<file path="config.mk">
export PLATFORM = sky130hd
export DESIGN_NAME = mpeg_audio_frame_length
export DESIGN_NICKNAME = d
export VERILOG_FILES = /design/src/design/mafl_pkg.sv /design/src/design/mpeg_audio_frame_length.sv /design/src/design/mafl_decode.sv /design/src/design/mafl_div.sv
export SDC_FILE = /design/constraint.sdc
export NUM_CORES = 1
export LEC_CHECK = 0
export ABC_AREA = 1
export CORE_MARGIN = 4
export CORE_UTILIZATION = 50
export DETAILED_ROUTE_END_ITERATION = 16
export DONT_BUFFER_PORTS = 1
export GPL_ROUTABILITY_DRIVEN = 0
export GPL_TIMING_DRIVEN = 0
export SYNTH_ARGS = -nofsm -noshare
export SYNTH_HDL_FRONTEND = slang
export SYNTH_SLANG_ARGS = --single-unit
</file>
<file path="constraint.sdc">
create_clock -name clk -period 11.4 [get_ports clk]
set_input_delay 0 -clock clk [delete_from_list [all_inputs] [get_ports clk]]
set_output_delay 0 -clock clk [all_outputs]
set_load 0.01 [all_outputs]
</file>
<file path="src/design/mafl_pkg.sv">
// Package for the MPEG audio frame length checker.
// Holds the header field codes, the lookup tables as functions and the stage structs.
// No dependencies.
package mafl_pkg;

  // Minimum number of bytes that must be available before a header is considered.
  localparam logic [15:0] HEADER_BYTES = 16'd4;

  // Reciprocal scaling for the constant divisors.
  localparam int RECIP_SHIFT = 26;
  localparam int QUOT_W      = 14;

  // Version index codes (header byte 1, bits 4:3).
  localparam logic [1:0] VI_MPEG25   = 2'd0;
  localparam logic [1:0] VI_RESERVED = 2'd1;
  localparam logic [1:0] VI_MPEG2    = 2'd2;
  localparam logic [1:0] VI_MPEG1    = 2'd3;

  // Layer index codes (header byte 1, bits 2:1).
  localparam logic [1:0] LI_RESERVED = 2'd0;
  localparam logic [1:0] LI_LAYER3   = 2'd1;
  localparam logic [1:0] LI_LAYER2   = 2'd2;
  localparam logic [1:0] LI_LAYER1   = 2'd3;

  // Sample-rate index codes (header byte 2, bits 3:2).
  localparam logic [1:0] SI_RATE0    = 2'd0;
  localparam logic [1:0] SI_RATE1    = 2'd1;
  localparam logic [1:0] SI_RATE2    = 2'd2;
  localparam logic [1:0] SI_RESERVED = 2'd3;

  // Bitrate index codes that never give a usable frame.
  localparam logic [3:0] BI_FREE = 4'd0;
  localparam logic [3:0] BI_BAD  = 4'd15;

  // Output version codes.
  localparam logic [1:0] VC_NONE   = 2'd0;
  localparam logic [1:0] VC_MPEG1  = 2'd1;
  localparam logic [1:0] VC_MPEG2  = 2'd2;
  localparam logic [1:0] VC_MPEG25 = 2'd3;

  // Bitrates in kbit/s by bitrate index.
  localparam logic [8:0] BR_M1_L1 [16] = '{
    9'd0, 9'd32, 9'd64, 9'd96, 9'd128, 9'd160, 9'd192, 9'd224,
    9'd256, 9'd288, 9'd320, 9'd352, 9'd384, 9'd416, 9'd448, 9'd0};
  localparam logic [8:0] BR_M1_L2 [16] = '{
    9'd0, 9'd32, 9'd48, 9'd56, 9'd64, 9'd80, 9'd96, 9'd112,
    9'd128, 9'd160, 9'd192, 9'd224, 9'd256, 9'd320, 9'd384, 9'd0};
  localparam logic [8:0] BR_M1_L3 [16] = '{
    9'd0, 9'd32, 9'd40, 9'd48, 9'd56, 9'd64, 9'd80, 9'd96,
    9'd112, 9'd128, 9'd160, 9'd192, 9'd224, 9'd256, 9'd320, 9'd0};
  localparam logic [8:0] BR_M2_L1 [16] = '{
    9'd0, 9'd32, 9'd48, 9'd56, 9'd64, 9'd80, 9'd96, 9'd112,
    9'd128, 9'd144, 9'd160, 9'd176, 9'd192, 9'd224, 9'd256, 9'd0};
  localparam logic [8:0] BR_M2_L23 [16] = '{
    9'd0, 9'd8, 9'd16, 9'd24, 9'd32, 9'd40, 9'd48, 9'd56,
    9'd64, 9'd80, 9'd96, 9'd112, 9'd128, 9'd144, 9'd160, 9'd0};

  // Samples per frame divided by eight, times 1000.
  localparam logic [17:0] SPF_K_1152 = 18'd144000;
  localparam logic [17:0] SPF_K_576  = 18'd72000;
  localparam logic [17:0] SPF_K_384  = 18'd48000;

  // Operands for the size division.
  typedef struct packed {
    logic [17:0] spf_k;
    logic [8:0]  kbps;
    logic [1:0]  shift;
    logic [1:0]  sr_idx;
  } div_op_t;

  // Data that travels alongside the division.
  typedef struct packed {
    logic        ok;
    logic [2:0]  slot;
    logic [1:0]  version_code;
    logic [1:0]  layer_number;
    logic [15:0] avail;
  } side_t;

  function automatic logic [8:0] kbps_lookup(input logic [1:0] vi, input logic [1:0] li,
                                             input logic [3:0] bi);
    logic [8:0] kbps;
    kbps = '0;
    if (vi == VI_MPEG1) begin
      case (li)
        LI_LAYER1: kbps = BR_M1_L1[bi];
        LI_LAYER2: kbps = BR_M1_L2[bi];
        LI_LAYER3: kbps = BR_M1_L3[bi];
        default:   kbps = '0;
      endcase
    end else if (vi == VI_MPEG2 || vi == VI_MPEG25) begin
      case (li)
        LI_LAYER1: kbps = BR_M2_L1[bi];
        LI_LAYER2: kbps = BR_M2_L23[bi];
        LI_LAYER3: kbps = BR_M2_L23[bi];
        default:   kbps = '0;
      endcase
    end
    return kbps;
  endfunction

  function automatic logic [17:0] spf_k_lookup(input logic [1:0] vi, input logic [1:0] li);
    logic [17:0] spf_k;
    case (li)
      LI_LAYER1: spf_k = SPF_K_384;
      LI_LAYER2: spf_k = SPF_K_1152;
      LI_LAYER3: spf_k = (vi == VI_MPEG1) ? SPF_K_1152 : SPF_K_576;
      default:   spf_k = '0;
    endcase
    return spf_k;
  endfunction

  // Each version's sample rates are the MPEG-2.5 rates scaled by a power of two.
  function automatic logic [1:0] rate_shift(input logic [1:0] vi);
    logic [1:0] shift;
    case (vi)
      VI_MPEG1: shift = 2'd2;
      VI_MPEG2: shift = 2'd1;
      default:  shift = 2'd0;
    endcase
    return shift;
  endfunction

  function automatic logic [QUOT_W-1:0] rate_divisor(input logic [1:0] si);
    logic [QUOT_W-1:0] d;
    case (si)
      SI_RATE0: d = QUOT_W'(11025);
      SI_RATE1: d = QUOT_W'(12000);
      default:  d = QUOT_W'(8000);
    endcase
    return d;
  endfunction

  // floor(2**RECIP_SHIFT / divisor)
  function automatic logic [QUOT_W-1:0] rate_recip(input logic [1:0] si);
    logic [QUOT_W-1:0] m;
    case (si)
      SI_RATE0: m = QUOT_W'(6086);
      SI_RATE1: m = QUOT_W'(5592);
      default:  m = QUOT_W'(8388);
    endcase
    return m;
  endfunction

  function automatic logic [1:0] version_of(input logic [1:0] vi);
    logic [1:0] vc;
    case (vi)
      VI_MPEG1:  vc = VC_MPEG1;
      VI_MPEG2:  vc = VC_MPEG2;
      VI_MPEG25: vc = VC_MPEG25;
      default:   vc = VC_NONE;
    endcase
    return vc;
  endfunction

endpackage

</file>
<file path="src/design/mpeg_audio_frame_length.sv">
// MPEG audio frame length checker, top level.
// Stages: input register, divider stages, output register. Throughput: one request
// per cycle while out_ready keeps up; each stage holds its item only while the stage
// after it is full and stalled, so bubbles are filled and nothing is lost or repeated.
// The critical stage is the 26 x 14 reciprocal multiply in mafl_div.
// Reset clears the stage valid bits only; data registers are not reset.
module mpeg_audio_frame_length import mafl_pkg::*; (
  input  logic        clk,
  input  logic        rst,
  input  logic        in_valid,
  output logic        in_ready,
  input  logic [7:0]  header_byte0,
  input  logic [7:0]  header_byte1,
  input  logic [7:0]  header_byte2,
  input  logic [15:0] available_len,
  output logic        out_valid,
  input  logic        out_ready,
  output logic        is_frame,
  output logic [11:0] frame_bytes,
  output logic [1:0]  version_code,
  output logic [1:0]  layer_number
);

  div_op_t           dec_op;
  side_t             dec_side;
  div_op_t           op1;
  side_t             side1;
  side_t             side4;
  logic [QUOT_W-1:0] quot;
  logic [11:0]       size_next;
  logic              fits;

  logic v1, v2, v3, v4, v5;
  logic en1, en2, en3, en4, en5;

  // A stage may load when it is empty or its item moves on in the same cycle.
  assign en5      = !v5 || out_ready;
  assign en4      = !v4 || en5;
  assign en3      = !v3 || en4;
  assign en2      = !v2 || en3;
  assign en1      = !v1 || en2;
  assign in_ready = en1;
  assign out_valid = v5;

  mafl_decode u_decode (
    .header_byte0  (header_byte0),
    .header_byte1  (header_byte1),
    .header_byte2  (header_byte2),
    .available_len (available_len),
    .op            (dec_op),
    .side          (dec_side)
  );

  always_ff @(posedge clk) begin
    if (en1) begin
      op1   <= dec_op;
      side1 <= dec_side;
    end
  end

  mafl_div u_div (
    .clk      (clk),
    .en       ({en4, en3, en2}),
    .op       (op1),
    .side_in  (side1),
    .quot     (quot),
    .side_out (side4)
  );

  assign size_next = quot[11:0] + {9'd0, side4.slot};
  assign fits      = side4.ok && (side4.avail >= {4'd0, size_next});

  always_ff @(posedge clk) begin
    if (en5) begin
      is_frame     <= fits;
      frame_bytes  <= fits ? size_next : 12'd0;
      version_code <= fits ? side4.version_code : VC_NONE;
      layer_number <= fits ? side4.layer_number : 2'd0;
    end
  end

  always_ff @(posedge clk) begin
    if (rst) begin
      v1 <= 1'b0;
      v2 <= 1'b0;
      v3 <= 1'b0;
      v4 <= 1'b0;
      v5 <= 1'b0;
    end else begin
      if (en1) v1 <= in_valid;
      if (en2) v2 <= v1;
      if (en3) v3 <= v2;
      if (en4) v4 <= v3;
      if (en5) v5 <= v4;
    end
  end

endmodule

</file>
<file path="src/design/mafl_decode.sv">
// Header decoder: sync check, field extraction and table lookups.
// Depends on mafl_pkg for the field codes and tables.
module mafl_decode import mafl_pkg::*; (
  input  logic [7:0]  header_byte0,
  input  logic [7:0]  header_byte1,
  input  logic [7:0]  header_byte2,
  input  logic [15:0] available_len,
  output div_op_t     op,
  output side_t       side
);

  logic [1:0] vi;
  logic [1:0] li;
  logic [3:0] bi;
  logic [1:0] si;
  logic       pad;
  logic       sync_ok;
  logic       fields_ok;

  assign vi  = header_byte1[4:3];
  assign li  = header_byte1[2:1];
  assign bi  = header_byte2[7:4];
  assign si  = header_byte2[3:2];
  assign pad = header_byte2[1];

  assign sync_ok   = (header_byte0 == 8'hFF) && (header_byte1[7:5] == 3'b111);
  // Reserved version, layer or rate codes and the free or forbidden bitrate are all rejected.
  assign fields_ok = (vi != VI_RESERVED) && (li != LI_RESERVED) && (si != SI_RESERVED) &&
                     (bi != BI_FREE) && (bi != BI_BAD);

  always_comb begin
    op.spf_k  = spf_k_lookup(vi, li);
    op.kbps   = kbps_lookup(vi, li, bi);
    op.shift  = rate_shift(vi);
    op.sr_idx = si;

    side.ok           = sync_ok && fields_ok && (available_len >= HEADER_BYTES);
    side.slot         = pad ? ((li == LI_LAYER1) ? 3'd4 : 3'd1) : 3'd0;
    side.version_code = version_of(vi);
    side.layer_number = 2'd0 - li;
    side.avail        = available_len;
  end

endmodule

</file>
<file path="src/design/mafl_div.sv">
// Three-stage divider of samples times bitrate by the sample rate, using a reciprocal
// multiply and one correction step. Depends on mafl_pkg for the constant tables.
module mafl_div import mafl_pkg::*; (
  input  logic              clk,
  input  logic [2:0]        en,
  input  div_op_t           op,
  input  side_t             side_in,
  output logic [QUOT_W-1:0] quot,
  output side_t             side_out
);

  // Stage 2: numerator, already divided by the power-of-two part of the rate.
  logic [26:0]              num_full;
  logic [25:0]              n2;
  logic [1:0]               sr2;
  side_t                    side2;

  // Stage 3: quotient estimate, at most one below the true quotient.
  logic [25+QUOT_W:0]       prod_recip;
  logic [QUOT_W-1:0]        qe3;
  logic [25:0]              n3;
  logic [1:0]               sr3;
  side_t                    side3;

  // Stage 4: remainder of the estimate, below twice the divisor.
  logic [2*QUOT_W-1:0]      prod_back;
  logic [25:0]              diff;
  logic [QUOT_W-1:0]        qe4;
  logic [QUOT_W:0]          rem4;
  logic [1:0]               sr4;

  assign num_full   = op.spf_k * op.kbps;
  assign prod_recip = n2 * rate_recip(sr2);
  assign prod_back  = qe3 * rate_divisor(sr3);
  assign diff       = n3 - prod_back[25:0];

  always_ff @(posedge clk) begin
    if (en[0]) begin
      n2    <= num_full[25:0] >> op.shift;
      sr2   <= op.sr_idx;
      side2 <= side_in;
    end
    if (en[1]) begin
      qe3   <= prod_recip[RECIP_SHIFT +: QUOT_W];
      n3    <= n2;
      sr3   <= sr2;
      side3 <= side2;
    end
    if (en[2]) begin
      qe4      <= qe3;
      rem4     <= diff[QUOT_W:0];
      sr4      <= sr3;
      side_out <= side3;
    end
  end

  assign quot = qe4 + QUOT_W'(rem4 >= {1'b0, rate_divisor(sr4)});

endmodule

</file>
==> impl_metrics.json, run 1 <==
{
  "die_h_um": 209.1,
  "grt_pass1_wl_um": 74170,
  "r2r_slack_ps": 4540,
  "relSlewSlack_pct": 37.64,
  "worst_pin_slew_ps": 932.0,
  "period_share_pct": 60.14,
  "status": "complete, no violations",
  "critPathArrivalTime_ps": 7100,
  "drtAntennaViolNets": 0,
  "netlist_top_cells_area": "edfxtp_1 (30%), fa_1 (23%), ha_1 (16%)",
  "clk_path_buf_depth": 3,
  "cap_viol_max_count": 0,
  "drt_wl_total_um": 44950,
  "clk_pin_slew_ps": 60,
  "clk_latency_ps": 500,
  "path_class": "reg2reg",
  "yosysWarnings": 0,
  "rsz0062_at_grt": "false",
  "final_layout_size_suffix_gt1_share_pct": 2.755,
  "die_x_um": 209.1,
  "dieArea_um2": 43700,
  "cp_cell_sequence": "buf_2 > nor2_1 > clkbuf_1 > nand2_1 > fa_1 > fa_1 > inv_1 > fa_1 > fa_1 > fa_1 > ha_1 > ha_1 > a21oi_1 > nor2_1 > o21ai_0 > nand2_1 > a21oi_1 > nand2_1 > nand2_1 > nand2_1",
  "whs_path_depth": 3,
  "avgSynthCellArea_um2": 9.520,
  "clkSinkCount": 206,
  "cts_tree": "done",
  "synth_seq_area_share_pct": 30.36,
  "syn_to_final_growth_pct": 9.125,
  "worstPathBufferInverterCount": 3,
  "hold_path.class": "in2reg",
  "cp_max_fo": 10,
  "synth_area_um2": 20210,
  "cts-resized-gates": 0,
  "layout.nets": 2730,
  "numCtsBuffers": 22,
  "finalHoldViolations": 0,
  "grt_max_degree": 43,
  "critPathCaptureType": "flip-flop",
  "drt_iter0_drc": 797,
  "worst_r2r_endpoint": "u_div.qe3[11]$_DFFE_PP_",
  "min-delay-start": "header_byte2[5]",
  "overflow": 0,
  "critPathMaxStageDelay_ps": 720,
  "track_usage_pct": 20.74,
  "io_buffers": 0,
  "crit_slowest_cell": "nor2_1",
  "required_ps": 11650,
  "synth-async-reset-ratio_pct": 0,
  "initial_utilization_pct": 50.75,
  "hold_slack_ps": 41.21,
  "core-area_um2": 39820,
  "yosysMostFrequentCell": "inv_1",
  "yosys_most_used_dff": "edfxtp_1",
  "wl_per_cell_um": 16.40,
  "root_buffer": "clkbuf_16",
  "yosysTopAreaCell": "edfxtp_1",
  "route.detailed.drc": 0,
  "grt_pass1_vias": 14540,
  "r2r_start": "u_div.sr2[1]$_DFFE_PP_",
  "synth_top_area_share_pct": 29.86,
  "rows": 73,
  "drt-pass1-iter-count": 5,
  "skew_ps": 12.11,
  "antenna_found_initial": 3,
  "ys_ff_latch": 206,
  "tns_ps": 0,
  "setup_viol": 0,
  "hold-path-endpoint": "op1[12]$_DFFE_PP_",
  "synth_edf_count": 201,
  "start_kind": "flip-flop",
  "synth.distinct_cells": 45,
  "yosys-top-cells-count": "inv_1 (460), nand2_1 (375), ha_1 (259), fa_1 (229), edfxtp_1 (201)",
  "cp_top_family": "adder cells",
  "vias": 14260,
  "fmax_mhz": 145.9,
  "via_per_inst": 5.203,
  "htreeDepth": 1,
  "slew_viol_final": 0,
  "dp_hpwl_um": 37610,
  "min_period_ps": 6856,
  "pin_count": 63,
  "syn_inst": 2123,
  "ff2ff_path_depth": 20
}
-- per-layer routing --
layer | track usage (%) | part of all wire (%) | up-vias
met5 | 0 | 0.016 | -
met4 | 3.825 | 1.9 | 2
met3 | 2.882 | 5.1 | 69
met2 | 35.19 | 48 | 332
met1 | 29.00 | 45 | 6914
li1 | - | - | 6944
-- state kept, by name, summed over array words and instances (netlist names), 9 cells and up --
register	flops
side1	23
op1	16
u_div.qe4	12
u_div.side_out	23
u_div.n2	20
u_div.qe3	14
u_div.side3	23
u_div.side2	23
u_div.n3	9
frame_bytes	12
u_div.rem4	15
-- tightest hold or removal path, cell delays in order --
cell and delay [ps]:
ha_1 210, nand3_1 100, a21oi_1 70
-- final cells by class --
type,count,area (um2)
Antenna cell,2,5.005
Buffer,27,111.4
Clock buffer,32,598.1
Clock inverter,8,137.6
Fill cell,3574,17770
Inverter,468,1757
Multi-Input combinational cell,1439,12270
Sequential cell,206,6136
Tap cell,525,656.9
Timing Repair Buffer,34,380.4
-- cells by family after synthesis --
group                    synth area share (%)
flip-flops                              30.36
buffers and inverters                   9.243
multiplexers                           0.2476
XOR/XNOR                                1.777
AO/OA/AOI/OAI                           5.497
other                                 0.03716
AND/OR/NAND/NOR                         14.12
adder cells (fa/ha/maj)                 38.72
-- placed cells by master (no fill, tap or decap), types with 5 or more instances in the layout --
cell type,instances
nand4_1,19
buf_2,5
xnor2_1,18
nor3_1,20
a21o_1,7
inv_2,8
o21a_1,6
dlygate4sd3_1,30
nor4_1,11
nand3b_1,5
clkbuf_16,22
xor2_1,23
nor2_1,164
inv_1,457
dfxtp_1,5
nand2_1,374
ha_1,259
o21ai_0,65
o211ai_1,6
a21oi_1,75
fa_1,229
conb_1,19
mux2i_1,5
nand3_1,84
clkbuf_1,29
a31oi_1,9
o21bai_1,11
edfxtp_1,201
-- worst max-delay path by stage --
| stage | start | endpoint | slack [ps] | depth (start not counted) |
|---|---|---|---|---|
| global route | u_div.sr2[1]$_DFFE_PP_ | u_div.qe3[11]$_DFFE_PP_ | 4110 | 20 |
| global placement | u_div.sr2[1]$_DFFE_PP_ | u_div.qe3[11]$_DFFE_PP_ | 4570 | 20 |
| CTS | u_div.sr2[0]$_DFFE_PP_ | u_div.qe3[11]$_DFFE_PP_ | 4550 | 20 |
| floorplan | u_div.sr3[1]$_DFFE_PP_ | u_div.rem4[14]$_DFFE_PP_ | 5830 | 23 |
| detailed placement | u_div.sr2[0]$_DFFE_PP_ | u_div.qe3[11]$_DFFE_PP_ | 4530 | 20 |
| finish | u_div.sr2[1]$_DFFE_PP_ | u_div.qe3[11]$_DFFE_PP_ | 4540 | 20 |
-- what timing repair did --
item / 4_1_cts / 5_1_grt
endpoints found under the hold margin: 35 / 0
hold buffers: 30 / 0
buffers inserted: 0 / 0
-- metrics by stage --
stage / util [%] / setup WS (ps) / area [um2] / cells
global route: 55.38 / 4105 / 22050 / 2740
floorplan: - / 5827 / 20270 / 2140
detailed placement: 52.77 / 4526 / 21010 / 2669
CTS: 55.37 / 4548 / 22050 / 2739
finish: 55.38 / 4544 / 22050 / 2741
global placement: 52.56 / 4567 / 20930 / 2665
Power of run 1 is left out: the tool's default activity adds up to more than one toggle a clock period on the data nets, which glitch-free logic cannot reach.
==> run 2, diff against run 1 <==
--- a/config.mk
+++ b/config.mk
@@ -12,6 +12,7 @@
 export DONT_BUFFER_PORTS = 1
 export GPL_ROUTABILITY_DRIVEN = 0
 export GPL_TIMING_DRIVEN = 0
+export PLACE_DENSITY = 0.68
 export SYNTH_ARGS = -nofsm -noshare
 export SYNTH_HDL_FRONTEND = slang
 export SYNTH_SLANG_ARGS = --single-unit
==> constraint.sdc (replaced) <==
create_clock -name clk -period 5.8 [get_ports clk]
set_input_delay 0 -clock clk [delete_from_list [all_inputs] [get_ports clk]]
set_output_delay 0 -clock clk [all_outputs]
set_load 0.01 [all_outputs]
==> run 2 against run 1 <==
Against the previous run: core utilization up 2.4 points; clock-buffer cell count down 4; flip-flop and latch count unchanged; die area unchanged; setup slack worse by 4400 ps; worst hold slack better by 5.1 ps; cell count up 0.91%; non-clock buffer count up 24; register-to-register slack worse by 4400 ps; via count up 2.4%; sequential share of layout area down 1.2 points; maximum frequency up 20%.
==> impl_metrics.json, run 2 (synthesized netlist as in run 1, its figures left out) <==
{
  "final_common_cell": "inv_1",
  "slew_viol_final": 0,
  "dp_hpwl_um": 36690,
  "cp_cell_sequence": "buf_6 > nor2_4 > nor2_2 > fa_1 > inv_1 > fa_1 > fa_1 > fa_1 > inv_1 > fa_1 > inv_1 > fa_1 > ha_2 > a21oi_2 > nor2_1 > a211oi_1 > and3_1 > inv_1 > nand3_1 > nand2_1",
  "final_cell_count_no_fill": 2766,
  "cp_top_family": "adder cells",
  "initial_utilization_pct": 50.75,
  "layout.nets": 2754,
  "hold_path.class": "in2reg",
  "core-area_um2": 39820,
  "antenna_found_initial": 4,
  "finalHoldViolations": 0,
  "drtAntennaViolNets": 0,
  "setup_viol": 0,
  "cp.depth": 20,
  "required_ps": 6060,
  "fmax_mhz": 175.6,
  "clk_path_buf_depth": 3,
  "drt-pass1-iter-count": 6,
  "grt_pass1_vias": 14760,
  "vias": 14600,
  "skew_ps": 22.83,
  "tns_ps": 0,
  "relSlewSlack_pct": 35.39,
  "io_buffers": 0,
  "root_buffer": "clkbuf_16",
  "die_x_um": 209.1,
  "pin_count": 63,
  "hold_slack_ps": 46.26,
  "worstPathBufferInverterCount": 5,
  "grt_pass1_wl_um": 73860,
  "dieArea_um2": 43700,
  "drt_iter0_drc": 815,
  "worst_pin_slew_ps": 969.2,
  "cap_viol_max_count": 0,
  "final_cell_mix": "inv_1 (452), nand2_1 (349), ha_1 (230), fa_1 (225), edfxtp_1 (201)",
  "fin_util_pct": 57.82,
  "route.detailed.drc": 0,
  "clk_latency_ps": 520,
  "track_usage_pct": 20.56,
  "fillers": 3340,
  "drt_wl_total_um": 45970,
  "clkSinkCount": 206,
  "period_share_pct": 98.21,
  "grt_max_degree": 46,
  "start_kind": "flip-flop",
  "critPathMaxStageDelay_ps": 560,
  "min_period_ps": 5696,
  "clk_pin_slew_ps": 60,
  "cp_max_fo": 6,
  "path_class": "reg2reg",
  "die_h_um": 209.1,
  "whs_path_depth": 5,
  "cp_common_cell": "fa_1",
  "htreeDepth": 1,
  "rows": 73,
  "wl_per_cell_um": 16.62,
  "crit_slowest_cell": "fa_1",
  "placedCellCount": 2668,
  "syn_to_final_growth_pct": 13.94,
  "critPathCaptureType": "flip-flop",
  "critPathArrivalTime_ps": 5950,
  "numCtsBuffers": 22,
  "ff2ff_path_depth": 20,
  "via_per_inst": 5.279,
  "final_layout_size_suffix_gt1_share_pct": 9.115,
  "status": "complete, no violations",
  "overflow": 0,
  "cts_tree": "done"
}
-- run 2: cell types whose count changed in the layout (fill, tap and decap cells not counted), moves of 13 or more --
cell / before / now
clkbuf_1: 29 / 16
nor2_1: 164 / 143
buf_4: 1 / 21
ha_4: 0 / 28
nand2_2: 3 / 25
ha_1: 259 / 230
nand2_1: 374 / 349
-- run 2: worst paths after layout --
check | from | to | slack [ps]
worst max register to register | u_div.sr3[1]$_DFFE_PP_ | u_div.rem4[14]$_DFFE_PP_ | 100
worst min register to register | u_div.side2[12]$_DFFE_PP_ | u_div.side3[12]$_DFFE_PP_ | 410
worst min-delay path | header_byte2[6] | op1[11]$_DFFE_PP_ | 50
worst max-delay path | u_div.sr3[1]$_DFFE_PP_ | u_div.rem4[14]$_DFFE_PP_ | 100
-- run 2: layout make-up --
class	count	area, um2	area share (%)
Clock buffer	28	603.1	2.619
Multi-Input combinational cell	1439	12940	56.18
Timing Repair Buffer	60	611.8	2.657
Sequential cell	206	6136	26.65
Inverter	468	1769	7.683
Clock inverter	12	146.4	0.6357
Tap cell	525	656.9	2.853
Antenna cell	3	7.507	0.03260
Buffer	25	158.9	0.6901
-- run 2: worst min-delay path: stages --
cell	delay [ps]
buf_2	150
nand2_1	70
inv_1	50
nand3_1	60
o21ai_0	60
-- run 2: per-stage QoR --
step | setup WS [ps] | cell area [um2]
final | 103.8 | 23030
after global routing | -69.95 | 23030
after CTS | 0.6120 | 22260
after detailed placement | -895.8 | 20990
after global placement | -887.9 | 20930
after floorplan | 227.4 | 20270
-- run 2: routing by layer --
layer,vias up,global-route usage (%),wire [um]
met1,7069,27.06,19000
met4,2,5.333,1257
met5,-,0,8
met3,95,3.558,2717
li1,6971,-,-
met2,465,35.54,22990
-- run 2: repair_timing --
action / in CTS / in global routing
buffers inserted: 6 / 17
pin swaps: 1 / 41
endpoints found under the setup margin: 16 / 16
resized for setup: 43 / 127
hold endpoints to repair: 36 / 0
hold buffers: 33 / 0
cloned: 0 / 1
Power of run 2 is left out for the same reason.
==> run 3, diff against run 2 <==
--- a/config.mk
+++ b/config.mk
@@ -5,7 +5,6 @@
 export SDC_FILE = /design/constraint.sdc
 export NUM_CORES = 1
 export LEC_CHECK = 0
-export ABC_AREA = 1
 export CORE_MARGIN = 4
 export CORE_UTILIZATION = 50
 export DETAILED_ROUTE_END_ITERATION = 16
@@ -16,3 +15,4 @@
 export SYNTH_ARGS = -nofsm -noshare
 export SYNTH_HDL_FRONTEND = slang
 export SYNTH_SLANG_ARGS = --single-unit
+export TNS_END_PERCENT = 10
==> run 3 against run 2 <==
Against the previous run: via count down 18%; worst hold slack worse by 17 ps; highest routed layer is now met4; design area down 7.1%; the run now ends with negative setup slack left.
==> impl_metrics.json, run 3 <==
{
  "status": "finished with violations",
  "violations": "negative setup slack",
  "critPathMaxStageDelay_ps": 540,
  "cp_top_family": "adder cells",
  "syn_inst": 1671,
  "min_period_ps": 6590,
  "critPathCaptureType": "flip-flop",
  "final_layout_size_suffix_gt1_share_pct": 7.476,
  "root_buffer": "clkbuf_16",
  "cp_common_cell": "fa_1",
  "core-area_um2": 37670,
  "num_antenna_cells": 0,
  "yosysWarnings": 0,
  "synth-async-reset-ratio_pct": 0,
  "finalWorstSetupSlack_ps": -790.1,
  "initial_utilization_pct": 50.70,
  "yosysMostFrequentCell": "inv_1",
  "worstPathBufferInverterCount": 4,
  "cts_tree": "done",
  "slew_viol_final": 0,
  "synth.distinct_cells": 63,
  "die_h_um": 203.4,
  "numCtsBuffers": 21,
  "period_share_pct": 113.6,
  "required_ps": 6040,
  "rows": 71,
  "path_class": "reg2reg",
  "clk_pin_slew_ps": 60,
  "drt_wl_total_um": 39200,
  "worst_pin_slew_ps": 776.7,
  "layout.nets": 2300,
  "final_common_cell": "inv_1",
  "yosys-top-cells-count": "inv_1 (314), ha_1 (259), fa_1 (229), edfxtp_1 (201), nand2_1 (124)",
  "finalHoldViolations": 0,
  "overflow": 0,
  "grt_pass1_wl_um": 65920,
  "setup_viol": 14,
  "cap_viol_max_count": 0,
  "netlist_top_cells_area": "edfxtp_1 (32%), fa_1 (24%), ha_1 (17%)",
  "grt_max_degree": 39,
  "ys_ff_latch": 206,
  "yosysTopAreaCell": "edfxtp_1",
  "track_usage_pct": 19.77,
  "dp_hpwl_um": 31820,
  "start_kind": "flip-flop",
  "fmax_mhz": 151.7,
  "drtAntennaViolNets": 0,
  "relSlewSlack_pct": 48.16,
  "vias": 12040,
  "hold_slack_ps": 28.95,
  "synth_seq_area_share_pct": 32.13,
  "wl_per_cell_um": 17.12,
  "grt_pass1_vias": 12970,
  "clk_path_buf_depth": 3,
  "clkSinkCount": 206,
  "crit_slowest_cell": "fa_1",
  "route.detailed.drc": 0,
  "skew_ps": 22.12,
  "tns_ps": -7441,
  "drt-pass1-iter-count": 5,
  "placedCellCount": 2203,
  "fillers": 3197,
  "avgSynthCellArea_um2": 11.43,
  "final_cell_mix": "inv_1 (312), ha_1 (256), fa_1 (227), edfxtp_1 (201), nand2_1 (115)",
  "die_x_um": 203.4,
  "io_buffers": 0,
  "synth_top_area_share_pct": 31.61,
  "syn_to_final_growth_pct": 12.04,
  "dieArea_um2": 41380,
  "drt_iter0_drc": 636,
  "cp_cell_sequence": "buf_8 > clkbuf_16 > clkbuf_16 > nand3b_1 > fa_1 > fa_1 > inv_1 > fa_1 > fa_1 > fa_1 > ha_4 > ha_4 > or4_1 > a221o_1 > o211ai_4 > a31oi_4 > a311o_2 > a31o_4 > a21oi_2 > xnor2_1",
  "hold_path.class": "in2reg",
  "yosys_most_used_dff": "edfxtp_1",
  "synth_edf_count": 201,
  "synth_area_um2": 19100,
  "via_per_inst": 5.255,
  "pin_count": 63,
  "antenna_found_initial": 0,
  "htreeDepth": 1,
  "final_cell_count_no_fill": 2290,
  "cp_max_fo": 8,
  "pre_cts_slack_ps": -1178,
  "clk_latency_ps": 500,
  "critPathArrivalTime_ps": 6830,
  "rsz0062_at_grt": "true"
}
==> run 3: kinds of logic after synthesis <==
family / share of synthesized area [%]
adder cells (fa/ha/maj): 40.98
AND/OR/NAND/NOR: 9.520
buffers and inverters: 6.841
flip-flops: 32.13
AO/OA/AOI/OAI: 5.628
XOR/XNOR: 3.211
multiplexers: 1.651
other: 0.03933
==> run 3: timing repair <==
item	4_1_cts	5_1_grt
gates resized for setup	26	26
endpoints found under the hold margin	33	0
pin swaps	16	12
hold buffers	34	0
setup endpoints to repair	27	27
setup buffers	15	4
cloned	0	0
==> run 3: routing by layer <==
metal / routed length, um / track usage (%)
met5: 0 / 0
met4: 1046 / 4.794
met3: 1725 / 2.799
met2: 19430 / 34.24
met1: 17000 / 26.60
==> run 3: through the flow <==
stage / area (um2) / utilization (%)
6_report: 21400 / 56.80
5_1_grt: 21400 / 56.80
4_1_cts: 21290 / 56.52
3_5_place_dp: 20030 / 53.17
3_3_place_gp: 19930 / 52.91
2_1_floorplan: 19290 / -
==> run 3: worst paths after layout <==
| check | from | end | slack, ps | depth (start not counted) |
|---|---|---|---|---|
| worst min register to register | op1[0]$_DFFE_PP_ | u_div.sr2[0]$_DFFE_PP_ | 420 | 0 |
| worst min-delay path | header_byte2[5] | op1[9]$_DFFE_PP_ | 30 | 5 |
| worst max register to register | u_div.sr2[1]$_DFFE_PP_ | u_div.qe3[9]$_DFFE_PP_ | -790 | 20 |
| worst max-delay path | u_div.sr2[1]$_DFFE_PP_ | u_div.qe3[9]$_DFFE_PP_ | -790 | 20 |
==> run 3: area by class of cell <==
| type | instances | area, um2 | area share [%] |
|---|---|---|---|
| buffer | 34 | 244.0 | 1.140 |
| clock inverter | 12 | 155.1 | 0.7251 |
| tap | 511 | 639.4 | 2.988 |
| inverter | 314 | 1179 | 5.509 |
| clock buffer | 22 | 529.3 | 2.474 |
| sequential | 206 | 6136 | 28.68 |
| timing repair buffer | 57 | 574.3 | 2.684 |
| multi-input combinational | 1134 | 11940 | 55.80 |
==> run 3: worst min-delay path, cell delays in order <==
cell     delay, ps
nand2_1         40
nand2_1         60
a22o_1         110
nand2_1         50
a21oi_1        140
Power of run 3 is left out for the same reason.
